--- src/hw/rtl/dwab_pkg.sv ---
// Shared constants and types for the dual window average balance block.
package dwab_pkg;

    localparam int CFG_BITS       = 7;
    localparam int CFG_INDEX_BITS = 1;
    localparam int QUEUE_DEPTH    = 4;

    localparam logic [CFG_BITS-1:0] LONG_WINDOW_RESET  = 7'd42;
    localparam logic [CFG_BITS-1:0] SHORT_WINDOW_RESET = 7'd7;

    typedef enum logic [CFG_INDEX_BITS-1:0] {
        REG_LONG_WINDOW  = 1'b0,
        REG_SHORT_WINDOW = 1'b1
    } cfg_reg_t;

    typedef enum logic [2:0] {
        BACK_IDLE,
        BACK_SUM,
        BACK_MUL,
        BACK_PREP,
        BACK_DIV,
        BACK_OUT
    } back_state_t;

endpackage

--- src/hw/rtl/dwab_if.sv ---
// Request channels for samples in and balance results out.
interface dwab_in_if #(parameter int SAMPLE_BITS = 12);
    logic                   valid;
    logic                   ready;
    logic [SAMPLE_BITS-1:0] sample;
    logic                   last_of_series;

    modport source (output valid, sample, last_of_series, input ready);
    modport sink (input valid, sample, last_of_series, output ready);
endinterface

interface dwab_out_if #(parameter int SAMPLE_BITS = 12);
    logic                      valid;
    logic                      ready;
    logic signed [SAMPLE_BITS:0] balance;

    modport source (output valid, balance, input ready);
    modport sink (input valid, balance, output ready);
endinterface

--- src/hw/rtl/dwab_cmd_fifo.sv ---
// Small command queue between the front and the back.
module dwab_cmd_fifo #(
    parameter int WIDTH = 8,
    parameter int DEPTH = 4,
    localparam int IDX_BITS = (DEPTH > 1) ? $clog2(DEPTH) : 1,
    localparam int CNT_BITS = $clog2(DEPTH + 1)
) (
    input  logic             clk,
    input  logic             rst_n,
    input  logic             push,
    input  logic [WIDTH-1:0] push_data,
    output logic             full,
    input  logic             pop,
    output logic [WIDTH-1:0] pop_data,
    output logic             empty
);
    logic [WIDTH-1:0]    slot_reg [DEPTH];
    logic [IDX_BITS-1:0] wr_ptr_reg, wr_ptr_next;
    logic [IDX_BITS-1:0] rd_ptr_reg, rd_ptr_next;
    logic [CNT_BITS-1:0] count_reg, count_next;
    logic                do_push, do_pop;

    assign full     = (count_reg == CNT_BITS'(DEPTH));
    assign empty    = (count_reg == '0);
    assign pop_data = slot_reg[rd_ptr_reg];
    assign do_push  = push && !full;
    assign do_pop   = pop && !empty;

    always_comb
    begin
        wr_ptr_next = wr_ptr_reg;
        rd_ptr_next = rd_ptr_reg;
        count_next  = count_reg;
        if (do_push)
        begin
            wr_ptr_next = (wr_ptr_reg == IDX_BITS'(DEPTH - 1)) ? '0
                                                               : wr_ptr_reg + IDX_BITS'(1);
        end
        if (do_pop)
        begin
            rd_ptr_next = (rd_ptr_reg == IDX_BITS'(DEPTH - 1)) ? '0
                                                               : rd_ptr_reg + IDX_BITS'(1);
        end
        if (do_push && !do_pop)
        begin
            count_next = count_reg + CNT_BITS'(1);
        end
        else if (do_pop && !do_push)
        begin
            count_next = count_reg - CNT_BITS'(1);
        end
    end

    always_ff @(posedge clk or negedge rst_n)
    begin
        if (!rst_n)
        begin
            wr_ptr_reg <= '0;
            rd_ptr_reg <= '0;
            count_reg  <= '0;
        end
        else
        begin
            wr_ptr_reg <= wr_ptr_next;
            rd_ptr_reg <= rd_ptr_next;
            count_reg  <= count_next;
        end
    end

    always_ff @(posedge clk)
    begin
        if (do_push)
        begin
            slot_reg[wr_ptr_reg] <= push_data;
        end
    end

endmodule

--- src/hw/rtl/dwab_hist_ram.sv ---
// Sample history memory: one write port, one registered read port.
module dwab_hist_ram #(
    parameter int DEPTH = 70,
    parameter int WIDTH = 12,
    localparam int ADDR_BITS = $clog2(DEPTH)
) (
    input  logic                 clk,
    input  logic                 we,
    input  logic [ADDR_BITS-1:0] waddr,
    input  logic [WIDTH-1:0]     wdata,
    input  logic [ADDR_BITS-1:0] raddr,
    output logic [WIDTH-1:0]     rdata
);
    logic [WIDTH-1:0] mem_reg [DEPTH];
    logic [WIDTH-1:0] rdata_reg;

    assign rdata = rdata_reg;

    always_ff @(posedge clk)
    begin
        if (we)
        begin
            mem_reg[waddr] <= wdata;
        end
    end

    always_ff @(posedge clk)
    begin
        rdata_reg <= mem_reg[raddr];
    end

endmodule

--- src/hw/rtl/dwab_front.sv ---
// Front part: window registers, sample intake, history write and command issue.
module dwab_front #(
    parameter int MAX_WINDOW  = 64,
    parameter int SAMPLE_BITS = 12,
    parameter int HIST_DEPTH  = 70,
    localparam int LEN_BITS = $clog2(MAX_WINDOW + 1),
    localparam int PTR_BITS = $clog2(HIST_DEPTH),
    localparam int CMD_BITS = PTR_BITS + 2 * LEN_BITS + 1
) (
    input  logic                                clk,
    input  logic                                rst_n,
    dwab_in_if.sink                             in_ch,
    input  logic                                cfg_wen,
    input  logic [dwab_pkg::CFG_INDEX_BITS-1:0] cfg_index,
    input  logic [dwab_pkg::CFG_BITS-1:0]       cfg_data,
    output logic                                hist_we,
    output logic [PTR_BITS-1:0]                 hist_waddr,
    output logic [SAMPLE_BITS-1:0]              hist_wdata,
    output logic                                cmd_push,
    output logic [CMD_BITS-1:0]                 cmd_data,
    input  logic                                cmd_full
);
    import dwab_pkg::*;

    localparam int CW = (LEN_BITS > CFG_BITS) ? LEN_BITS : CFG_BITS;

    typedef struct packed {
        logic [PTR_BITS-1:0] ptr;
        logic [LEN_BITS-1:0] long_len;
        logic [LEN_BITS-1:0] short_len;
        logic                emit;
    } cmd_t;

    function automatic logic [LEN_BITS-1:0] clamp_len(input logic [CFG_BITS-1:0] v);
        logic [CW-1:0] w;
        w = CW'(v);
        if (w == '0)
        begin
            clamp_len = LEN_BITS'(1);
        end
        else if (w > CW'(MAX_WINDOW))
        begin
            clamp_len = LEN_BITS'(MAX_WINDOW);
        end
        else
        begin
            clamp_len = LEN_BITS'(w);
        end
    endfunction

    logic [CFG_BITS-1:0] long_window_reg, short_window_reg;
    logic [LEN_BITS-1:0] fill_reg, fill_next;
    logic [PTR_BITS-1:0] wr_ptr_reg, wr_ptr_next;
    logic [LEN_BITS-1:0] long_len, short_clamped, short_len, fill_inc;
    logic                accept;
    cmd_t                cmd;

    assign in_ch.ready   = !cmd_full;
    assign accept        = in_ch.valid && !cmd_full;

    assign long_len      = clamp_len(long_window_reg);
    assign short_clamped = clamp_len(short_window_reg);
    assign short_len     = (short_clamped > long_len) ? long_len : short_clamped;

    // The count saturates once a full maximum window has been seen.
    assign fill_inc = (fill_reg < LEN_BITS'(MAX_WINDOW)) ? fill_reg + LEN_BITS'(1) : fill_reg;

    assign cmd.ptr       = wr_ptr_reg;
    assign cmd.long_len  = long_len;
    assign cmd.short_len = short_len;
    assign cmd.emit      = (fill_inc >= long_len);

    assign hist_we    = accept;
    assign hist_waddr = wr_ptr_reg;
    assign hist_wdata = in_ch.sample;
    assign cmd_push   = accept;
    assign cmd_data   = cmd;

    always_comb
    begin
        wr_ptr_next = wr_ptr_reg;
        fill_next   = fill_reg;
        if (accept)
        begin
            wr_ptr_next = (wr_ptr_reg == PTR_BITS'(HIST_DEPTH - 1)) ? '0
                                                                    : wr_ptr_reg + PTR_BITS'(1);
            fill_next   = in_ch.last_of_series ? '0 : fill_inc;
        end
    end

    always_ff @(posedge clk or negedge rst_n)
    begin
        if (!rst_n)
        begin
            long_window_reg  <= LONG_WINDOW_RESET;
            short_window_reg <= SHORT_WINDOW_RESET;
            fill_reg         <= '0;
            wr_ptr_reg       <= '0;
        end
        else
        begin
            if (cfg_wen)
            begin
                unique case (cfg_reg_t'(cfg_index))
                    REG_LONG_WINDOW:  long_window_reg  <= cfg_data;
                    REG_SHORT_WINDOW: short_window_reg <= cfg_data;
                endcase
            end
            fill_reg   <= fill_next;
            wr_ptr_reg <= wr_ptr_next;
        end
    end

endmodule

--- src/hw/rtl/dwab_back.sv ---
// Back part: window sums from history, serial cross products, rounding divider.
module dwab_back #(
    parameter int MAX_WINDOW  = 64,
    parameter int SAMPLE_BITS = 12,
    parameter int HIST_DEPTH  = 70,
    localparam int LEN_BITS = $clog2(MAX_WINDOW + 1),
    localparam int PTR_BITS = $clog2(HIST_DEPTH),
    localparam int CMD_BITS = PTR_BITS + 2 * LEN_BITS + 1
) (
    input  logic                   clk,
    input  logic                   rst_n,
    input  logic [CMD_BITS-1:0]    cmd_data,
    input  logic                   cmd_empty,
    output logic                   cmd_pop,
    output logic [PTR_BITS-1:0]    hist_raddr,
    input  logic [SAMPLE_BITS-1:0] hist_rdata,
    dwab_out_if.source             out_ch
);
    import dwab_pkg::*;

    localparam int SUM_BITS  = SAMPLE_BITS + LEN_BITS;
    localparam int NUM_BITS  = SUM_BITS + LEN_BITS + 1;
    localparam int DEN_BITS  = 2 * LEN_BITS;
    localparam int QB        = SAMPLE_BITS + 1;
    localparam int DW        = SAMPLE_BITS + 2 * LEN_BITS + 3;
    localparam int MAX_STEPS = (LEN_BITS > QB) ? LEN_BITS : QB;
    localparam int STEP_BITS = $clog2(MAX_STEPS + 1);

    typedef struct packed {
        logic [PTR_BITS-1:0] ptr;
        logic [LEN_BITS-1:0] long_len;
        logic [LEN_BITS-1:0] short_len;
        logic                emit;
    } cmd_t;

    back_state_t state_reg, state_next;

    logic [PTR_BITS-1:0]  addr_reg, addr_next;
    logic [LEN_BITS-1:0]  len_l_reg, len_l_next, len_s_reg, len_s_next;
    logic [LEN_BITS-1:0]  issue_cnt_reg, issue_cnt_next, acc_cnt_reg, acc_cnt_next;
    logic                 rvalid_reg, rvalid_next;
    logic [SUM_BITS-1:0]  acc_reg, acc_next, lsum_reg, lsum_next, ssum_reg, ssum_next;
    logic [LEN_BITS-1:0]  mul_l_reg, mul_l_next, mul_s_reg, mul_s_next;
    logic signed [NUM_BITS-1:0] num_reg, num_next;
    logic [DEN_BITS-1:0]  den_reg, den_next;
    logic [STEP_BITS-1:0] step_reg, step_next;
    logic                 neg_reg, neg_next;
    logic [DW-1:0]        rem_reg, rem_next, dsh_reg, dsh_next;
    logic [QB-1:0]        q_reg, q_next;
    logic                 out_valid_reg, out_valid_next;
    logic [QB-1:0]        balance_reg, balance_next;

    cmd_t                 cmd;
    logic                 issuing, acc_last, out_free;
    logic [LEN_BITS-1:0]  acc_cnt_inc;
    logic [SUM_BITS-1:0]  acc_sum;
    logic [NUM_BITS-1:0]  add_l, add_s, mag;

    assign cmd         = cmd_t'(cmd_data);
    assign cmd_pop     = (state_reg == BACK_IDLE) && !cmd_empty;
    assign hist_raddr  = addr_reg;
    assign issuing     = (state_reg == BACK_SUM) && (issue_cnt_reg != len_l_reg);
    assign acc_cnt_inc = acc_cnt_reg + LEN_BITS'(1);
    assign acc_sum     = acc_reg + SUM_BITS'(hist_rdata);
    assign acc_last    = rvalid_reg && (acc_cnt_inc == len_l_reg);
    assign out_free    = !out_valid_reg || out_ch.ready;

    assign add_l = mul_s_reg[LEN_BITS-1] ? NUM_BITS'(lsum_reg) : '0;
    assign add_s = mul_l_reg[LEN_BITS-1] ? NUM_BITS'(ssum_reg) : '0;
    assign mag   = num_reg[NUM_BITS-1] ? NUM_BITS'(-num_reg) : NUM_BITS'(num_reg);

    assign out_ch.valid   = out_valid_reg;
    assign out_ch.balance = balance_reg;

    always_comb
    begin
        state_next = state_reg;
        unique case (state_reg)
            BACK_IDLE:
            begin
                if (!cmd_empty && cmd.emit)
                begin
                    state_next = BACK_SUM;
                end
            end
            BACK_SUM:
            begin
                if (acc_last)
                begin
                    state_next = BACK_MUL;
                end
            end
            BACK_MUL:
            begin
                if (step_reg == STEP_BITS'(LEN_BITS - 1))
                begin
                    state_next = BACK_PREP;
                end
            end
            BACK_PREP:
            begin
                state_next = BACK_DIV;
            end
            BACK_DIV:
            begin
                if (step_reg == STEP_BITS'(QB - 1))
                begin
                    state_next = BACK_OUT;
                end
            end
            BACK_OUT:
            begin
                if (out_free)
                begin
                    state_next = BACK_IDLE;
                end
            end
            default:
            begin
                state_next = BACK_IDLE;
            end
        endcase
    end

    always_comb
    begin
        addr_next      = addr_reg;
        len_l_next     = len_l_reg;
        len_s_next     = len_s_reg;
        issue_cnt_next = issue_cnt_reg;
        acc_cnt_next   = acc_cnt_reg;
        rvalid_next    = issuing;
        acc_next       = acc_reg;
        lsum_next      = lsum_reg;
        ssum_next      = ssum_reg;
        mul_l_next     = mul_l_reg;
        mul_s_next     = mul_s_reg;
        num_next       = num_reg;
        den_next       = den_reg;
        step_next      = step_reg;
        neg_next       = neg_reg;
        rem_next       = rem_reg;
        dsh_next       = dsh_reg;
        q_next         = q_reg;
        balance_next   = balance_reg;
        out_valid_next = out_valid_reg;

        if (out_ch.ready)
        begin
            out_valid_next = 1'b0;
        end

        unique case (state_reg)
            BACK_IDLE:
            begin
                addr_next      = cmd.ptr;
                len_l_next     = cmd.long_len;
                len_s_next     = cmd.short_len;
                issue_cnt_next = '0;
                acc_cnt_next   = '0;
                acc_next       = '0;
            end
            BACK_SUM:
            begin
                // Reads walk backward from the newest sample, one per cycle.
                if (issuing)
                begin
                    addr_next      = (addr_reg == '0) ? PTR_BITS'(HIST_DEPTH - 1)
                                                      : addr_reg - PTR_BITS'(1);
                    issue_cnt_next = issue_cnt_reg + LEN_BITS'(1);
                end
                if (rvalid_reg)
                begin
                    acc_next     = acc_sum;
                    acc_cnt_next = acc_cnt_inc;
                    if (acc_cnt_inc == len_s_reg)
                    begin
                        ssum_next = acc_sum;
                    end
                    if (acc_cnt_inc == len_l_reg)
                    begin
                        lsum_next = acc_sum;
                    end
                end
                mul_l_next = len_l_reg;
                mul_s_next = len_s_reg;
                num_next   = '0;
                den_next   = '0;
                step_next  = '0;
            end
            BACK_MUL:
            begin
                // Most significant bit first: num = lsum*S - ssum*L, den = L*S.
                num_next   = (num_reg <<< 1) + $signed(add_l) - $signed(add_s);
                den_next   = (den_reg << 1)
                           + (mul_s_reg[LEN_BITS-1] ? DEN_BITS'(len_l_reg) : '0);
                mul_l_next = mul_l_reg << 1;
                mul_s_next = mul_s_reg << 1;
                step_next  = step_reg + STEP_BITS'(1);
            end
            BACK_PREP:
            begin
                // Rounding half away from zero: (2|num| + den) / (2 den).
                neg_next  = num_reg[NUM_BITS-1];
                rem_next  = (DW'(mag) << 1) + DW'(den_reg);
                dsh_next  = DW'(den_reg) << QB;
                q_next    = '0;
                step_next = '0;
            end
            BACK_DIV:
            begin
                if (rem_reg >= dsh_reg)
                begin
                    rem_next = rem_reg - dsh_reg;
                    q_next   = {q_reg[QB-2:0], 1'b1};
                end
                else
                begin
                    q_next = {q_reg[QB-2:0], 1'b0};
                end
                dsh_next  = dsh_reg >> 1;
                step_next = step_reg + STEP_BITS'(1);
            end
            BACK_OUT:
            begin
                if (out_free)
                begin
                    out_valid_next = 1'b1;
                    balance_next   = neg_reg ? QB'(0) - q_reg : q_reg;
                end
            end
            default:
            begin
                out_valid_next = out_valid_reg;
            end
        endcase
    end

    always_ff @(posedge clk or negedge rst_n)
    begin
        if (!rst_n)
        begin
            state_reg     <= BACK_IDLE;
            rvalid_reg    <= 1'b0;
            out_valid_reg <= 1'b0;
        end
        else
        begin
            state_reg     <= state_next;
            rvalid_reg    <= rvalid_next;
            out_valid_reg <= out_valid_next;
        end
    end

    always_ff @(posedge clk)
    begin
        addr_reg      <= addr_next;
        len_l_reg     <= len_l_next;
        len_s_reg     <= len_s_next;
        issue_cnt_reg <= issue_cnt_next;
        acc_cnt_reg   <= acc_cnt_next;
        acc_reg       <= acc_next;
        lsum_reg      <= lsum_next;
        ssum_reg      <= ssum_next;
        mul_l_reg     <= mul_l_next;
        mul_s_reg     <= mul_s_next;
        num_reg       <= num_next;
        den_reg       <= den_next;
        step_reg      <= step_next;
        neg_reg       <= neg_next;
        rem_reg       <= rem_next;
        dsh_reg       <= dsh_next;
        q_reg         <= q_next;
        balance_reg   <= balance_next;
    end

endmodule

--- src/hw/rtl/dual_window_average_balance.sv ---
// A sample that yields a balance occupies the back part for its window sums (one history
// read per window sample), the serial products (one step per length bit) and the division
// (one step per quotient bit); other samples are popped from the queue while the back is idle.
// The front takes requests while the four-entry command queue has room.
// Reset clears window lengths to 42 and 7, the fill count, pointers, queue and output valid.
module dual_window_average_balance #(
    parameter int MAX_WINDOW  = 64,
    parameter int SAMPLE_BITS = 12
) (
    input  logic                                clk,
    input  logic                                rst_n,
    dwab_in_if.sink                             in_ch,
    dwab_out_if.source                          out_ch,
    input  logic                                cfg_wen,
    input  logic [dwab_pkg::CFG_INDEX_BITS-1:0] cfg_index,
    input  logic [dwab_pkg::CFG_BITS-1:0]       cfg_data
);
    import dwab_pkg::*;

    // Extra depth keeps the window under read while the front writes ahead.
    localparam int HIST_DEPTH = MAX_WINDOW + QUEUE_DEPTH + 2;
    localparam int LEN_BITS   = $clog2(MAX_WINDOW + 1);
    localparam int PTR_BITS   = $clog2(HIST_DEPTH);
    localparam int CMD_BITS   = PTR_BITS + 2 * LEN_BITS + 1;

    logic                   hist_we;
    logic [PTR_BITS-1:0]    hist_waddr, hist_raddr;
    logic [SAMPLE_BITS-1:0] hist_wdata, hist_rdata;
    logic                   cmd_push, cmd_full, cmd_pop, cmd_empty;
    logic [CMD_BITS-1:0]    cmd_in, cmd_out;

    dwab_front #(
        .MAX_WINDOW  (MAX_WINDOW),
        .SAMPLE_BITS (SAMPLE_BITS),
        .HIST_DEPTH  (HIST_DEPTH)
    ) u_front (
        .clk        (clk),
        .rst_n      (rst_n),
        .in_ch      (in_ch),
        .cfg_wen    (cfg_wen),
        .cfg_index  (cfg_index),
        .cfg_data   (cfg_data),
        .hist_we    (hist_we),
        .hist_waddr (hist_waddr),
        .hist_wdata (hist_wdata),
        .cmd_push   (cmd_push),
        .cmd_data   (cmd_in),
        .cmd_full   (cmd_full)
    );

    dwab_cmd_fifo #(
        .WIDTH (CMD_BITS),
        .DEPTH (QUEUE_DEPTH)
    ) u_queue (
        .clk       (clk),
        .rst_n     (rst_n),
        .push      (cmd_push),
        .push_data (cmd_in),
        .full      (cmd_full),
        .pop       (cmd_pop),
        .pop_data  (cmd_out),
        .empty     (cmd_empty)
    );

    dwab_hist_ram #(
        .DEPTH (HIST_DEPTH),
        .WIDTH (SAMPLE_BITS)
    ) u_hist (
        .clk   (clk),
        .we    (hist_we),
        .waddr (hist_waddr),
        .wdata (hist_wdata),
        .raddr (hist_raddr),
        .rdata (hist_rdata)
    );

    dwab_back #(
        .MAX_WINDOW  (MAX_WINDOW),
        .SAMPLE_BITS (SAMPLE_BITS),
        .HIST_DEPTH  (HIST_DEPTH)
    ) u_back (
        .clk        (clk),
        .rst_n      (rst_n),
        .cmd_data   (cmd_out),
        .cmd_empty  (cmd_empty),
        .cmd_pop    (cmd_pop),
        .hist_raddr (hist_raddr),
        .hist_rdata (hist_rdata),
        .out_ch     (out_ch)
    );

endmodule

--- src/flat_wrapper.sv ---
// flat-port wrapper written by rule: the top's interface ports become plain ports
module dual_window_average_balance_flat import dwab_pkg::*;
#(
    parameter int MAX_WINDOW  = 64,
    parameter int SAMPLE_BITS = 12
)
  (clk, rst_n, cfg_wen, cfg_index, cfg_data, in_ch_valid, in_ch_sample, in_ch_last_of_series, in_ch_ready, out_ch_valid, out_ch_balance, out_ch_ready);
  dwab_in_if #(.SAMPLE_BITS(SAMPLE_BITS)) in_ch_i ();
  dwab_out_if #(.SAMPLE_BITS(SAMPLE_BITS)) out_ch_i ();
  input  logic clk;
  input  logic rst_n;
  input  logic cfg_wen;
  input  logic [dwab_pkg::CFG_INDEX_BITS-1:0] cfg_index;
  input  logic [dwab_pkg::CFG_BITS-1:0] cfg_data;
  input wire logic [$bits(in_ch_i.valid)-1:0] in_ch_valid;
  input wire logic [$bits(in_ch_i.sample)-1:0] in_ch_sample;
  input wire logic [$bits(in_ch_i.last_of_series)-1:0] in_ch_last_of_series;
  output wire logic [$bits(in_ch_i.ready)-1:0] in_ch_ready;
  output wire logic [$bits(out_ch_i.valid)-1:0] out_ch_valid;
  output wire logic [$bits(out_ch_i.balance)-1:0] out_ch_balance;
  input wire logic [$bits(out_ch_i.ready)-1:0] out_ch_ready;
  assign in_ch_i.valid = in_ch_valid;
  assign in_ch_i.sample = in_ch_sample;
  assign in_ch_i.last_of_series = in_ch_last_of_series;
  assign in_ch_ready = in_ch_i.ready;
  assign out_ch_valid = out_ch_i.valid;
  assign out_ch_balance = out_ch_i.balance;
  assign out_ch_i.ready = out_ch_ready;
  dual_window_average_balance #(.MAX_WINDOW(MAX_WINDOW), .SAMPLE_BITS(SAMPLE_BITS)) u_core (.clk(clk), .rst_n(rst_n), .in_ch(in_ch_i), .out_ch(out_ch_i), .cfg_wen(cfg_wen), .cfg_index(cfg_index), .cfg_data(cfg_data));
endmodule
--- config.mk ---
export PLATFORM = sky130hd
export DESIGN_NAME = dual_window_average_balance_flat
export DESIGN_NICKNAME = d
export VERILOG_FILES = /design/src/hw/rtl/dwab_pkg.sv /design/src/hw/rtl/dwab_if.sv /design/src/hw/rtl/dwab_cmd_fifo.sv /design/src/hw/rtl/dwab_hist_ram.sv /design/src/hw/rtl/dwab_front.sv /design/src/hw/rtl/dwab_back.sv /design/src/hw/rtl/dual_window_average_balance.sv /design/src/flat_wrapper.sv
export SDC_FILE = /design/constraint.sdc
export NUM_CORES = 2
export LEC_CHECK = 0
export BUFFER_PORTS_ARGS = -buffer_cell sky130_fd_sc_hd__buf_2
export CORE_MARGIN = 2
export CORE_UTILIZATION = 55
export DETAILED_ROUTE_END_ITERATION = 16
export HOLD_SLACK_MARGIN = 0.05
export PLACE_DENSITY = 0.75
export SLEW_MARGIN = 10
export SYNTH_ARGS = -nofsm -noshare
export SYNTH_HDL_FRONTEND = slang
export SYNTH_SLANG_ARGS = --single-unit
--- constraint.sdc ---
create_clock -name clk -period 10.2 [get_ports clk]
set_clock_uncertainty 0.1 [all_clocks]
set_input_delay 1.53 -clock clk [delete_from_list [all_inputs] [get_ports clk]]
set_output_delay 1.53 -clock clk [all_outputs]
set_load 0.01 [all_outputs]
==> reports/qor.txt <==
Cell Chain, Critical Path - nand2_1 -> fa_1 -> inv_1 -> ha_1 -> a21oi_1 -> o2111ai_1 -> a221oi_1 -> o21ai_1 -> a21o_1 -> a41o_1 -> a221oi_1 -> xnor2_1 -> nor2_1
grt ovf - 0
Crit Path Class - reg2reg
RSZ-0062 raised after global routing - no
dpl hpwl - 71790 µm
CP dominant cell by count - a221oi_1
drt total wl - 117000 µm
GR Util All Layers - 0.2366
Post-CTS Resized - 0
die width - 315.8 µm
minimum clock period - 4.634 ns
leakage power - 20.57 nW
Antenna Violating Nets Remaining - 0
Via Count - 30160
Top FF cell, synth - edfxtp_1
critical path arrival - 4.92 ns
first-pass GRT wire length - 178200 µm
Layout Cells excl Fill - 4889
Mapped Cells - 3467
Starting Density - 0.5536
slew margin rel. - 0.2056
H-tree levels - 3
antenna violations before repair - 0
actual slew at the worst max-slew pin - 1.187 ns
later-pin clock latency in the skew report - 0.73 ns
Hold Buf Count CTS - 0
PortBufs - 40
Max Cap Viol - 0
period utilization - 0.4543
syn avg cell area - 15.42 µm²
Final setup viols - 0
layout cell share with drive strength beyond 1 - 0.1279
CTS Buf Count - 117
Die Height - 315.8 µm
count leader, synth - edfxtp_1
clock root buffer - clkbuf_16
CTS clk-pin slew, worst paths - 0.06 ns
Async S/R FF share, synth - 0.03295
sequential share of the synthesized area - 0.6761
Yosys Warn Count - 0
fillcell total - 6849
area delta synth->final - 10.12%
max-slew violations - 0
Pre-antenna DRT Iters - 6
Cell variety after synth - 92
Tot Pwr - 0.01903 W
First DRT Iteration DRCs - 3209
Largest stage delay, worst path - 0.84 ns
number of diodes - 0
VDD IR max - 0.1942 mV
setup repair bufs after CTS - 0
pwr dens - 323.2 mW/mm²
CP max FO - 26
vias in the first global route - 29820
Routability Congestion - 0.8590
Ports - 41
CTS Buffer Depth - 3
worst hold path type - reg2reg
Fin. Hold Viols - 0
fmax - 0.2158 GHz
synthesized flop and latch total - 1214
Final TNS setup - 0 ns
post-synth net total - 3640
max FFs per register - 840
core area - 0.09657 mm²
post-synth top area share - 0.6527
Synth area leader - edfxtp_1
EDFF count, synth - 1162
worst path required time - 10.49 ns
Via density - 6.169
slowest stage cell, crit path - edfxtp_1
CTS Sinks - 1214
CP Launch Type - flip-flop
Area contributors post-synth - edfxtp_1 65%, mux4_2 6.2%, mux2i_1 3.5%, ha_1 2.9%, xnor2_1 1.8%
Critical Path End Type - flip-flop
CTS tree - yes
Synth top cells by count - 1162 x edfxtp_1, 239 x nor2_1, 205 x nand2_1
largest net degree at the start of global routing - 111
mapped cell area - 0.05346 mm²
NumNets Final - 3683
Placed Cells - 4667
routed length per instance - 23.94 µm
outcome - complete, no violations
Core Rows - 114
die area - 0.09970 mm²
# DRC - 0
-- final cells by class --
cell class,count,area (µm²),area share
Tap cell,1276,1597,0.02712
Timing Repair Buffer,77,503.0,0.008544
Inverter,148,555.5,0.009437
Multi-Input combinational cell,1952,16170,0.2746
Clock inverter,83,862.1,0.01464
Sequential cell,1214,36140,0.6140
Clock buffer,139,3040,0.05165
-- layer usage --
| layer | GRT usage | up-vias | share of wire |
|---|---|---|---|
| met4 | 0.07938 | 0 | 0.031 |
| met2 | 0.3792 | 1351 | 0.48 |
| met3 | 0.04329 | 229 | 0.084 |
| met5 | 0 | - | 0 |
| met1 | 0.3306 | 15080 | 0.41 |
| li1 | - | 13500 | - |
-- placed cells by master, fill, tap and decap left out, drive strengths merged, types with 10 or more instances in the layout --
cell type | Yosys | final
xnor2 | 112 | 112
a211oi | 12 | 12
nand3 | 39 | 39
dfxtp | 12 | 12
and2 | 51 | 51
ha | 123 | 123
o211ai | 15 | 15
nor2b | 25 | 25
nor4 | 10 | 10
inv | 146 | 151
a31oi | 10 | 10
clkinvlp | 0 | 10
o22ai | 44 | 44
mux2 | 25 | 25
nand2b | 24 | 24
nand2 | 205 | 205
o21ai | 124 | 124
nor2 | 239 | 239
nand4 | 20 | 20
o31ai | 21 | 21
buf | 46 | 77
bufinv | 0 | 13
mux4 | 146 | 146
edfxtp | 1162 | 1162
o221ai | 85 | 85
fa | 24 | 24
clkinv | 2 | 57
nor3 | 30 | 30
xor2 | 61 | 61
a21oi | 117 | 117
o311ai | 12 | 12
o21bai | 15 | 15
mux2i | 188 | 188
and3 | 39 | 39
clkbuf | 107 | 139
dfrtp | 34 | 34
a21o | 38 | 38
-- through the flow --
stage / utilization / cell area, µm² / hold slack [ns] / setup WS [ns]
after global placement: 0.5691 / 54960 / 0.3854 / 5.251
after detailed placement: 0.5691 / 54960 / 0.3888 / 5.063
after floorplan: - / 53460 / 0.3527 / 6.305
after CTS: 0.6096 / 58860 / 0.4009 / 5.585
final: 0.6096 / 58870 / 0.4036 / 5.566
after global routing: 0.6096 / 58870 / 0.4232 / 5.271
-- critical path: cells and delay by family, from the launching register on --
family	cells	cell delay, ns
DFF	1	0.84
buffers and inverters	1	0.07
and+or+nand+nor	2	0.23
xor gates and xnor gates	1	0.16
AOI/OAI and AO/OA	7	2.08
adders and majority gates	2	0.84
-- cell families after synthesis --
kind of cell | share of synthesized area
DFF | 0.6761
and+or+nand+nor | 0.06395
AOI/OAI and AO/OA | 0.06945
muxes | 0.1020
buffers and inverters | 0.02226
xor gates and xnor gates | 0.02849
adders and majority gates | 0.03778
-- final timing paths --
check	from	end	slack (ns)	depth (start not counted)
max	u_core.u_back.mul_s_reg[6]	u_core.u_back.num_reg[26]	5.57	13
min	u_core.u_queue.count_reg[2]	u_core.u_queue.count_reg[2]	0.40	1
max reg2reg	u_core.u_back.mul_s_reg[6]	u_core.u_back.num_reg[26]	5.57	13
min reg2reg	u_core.u_queue.count_reg[2]	u_core.u_queue.count_reg[2]	0.40	1
max in group asynchronous	rst_n	u_core.u_queue.rd_ptr_reg[0]	8.44	1
min in group asynchronous	rst_n	u_core.u_front.long_window_reg[6]	0.87	1
-- power by group --
group / internal (W) / switching (W)
sequential: 0.00648 / 0.000494
clock: 0.00247 / 0.00189
combinational: 0.00304 / 0.00466
(Power assumes the default switching activity.)
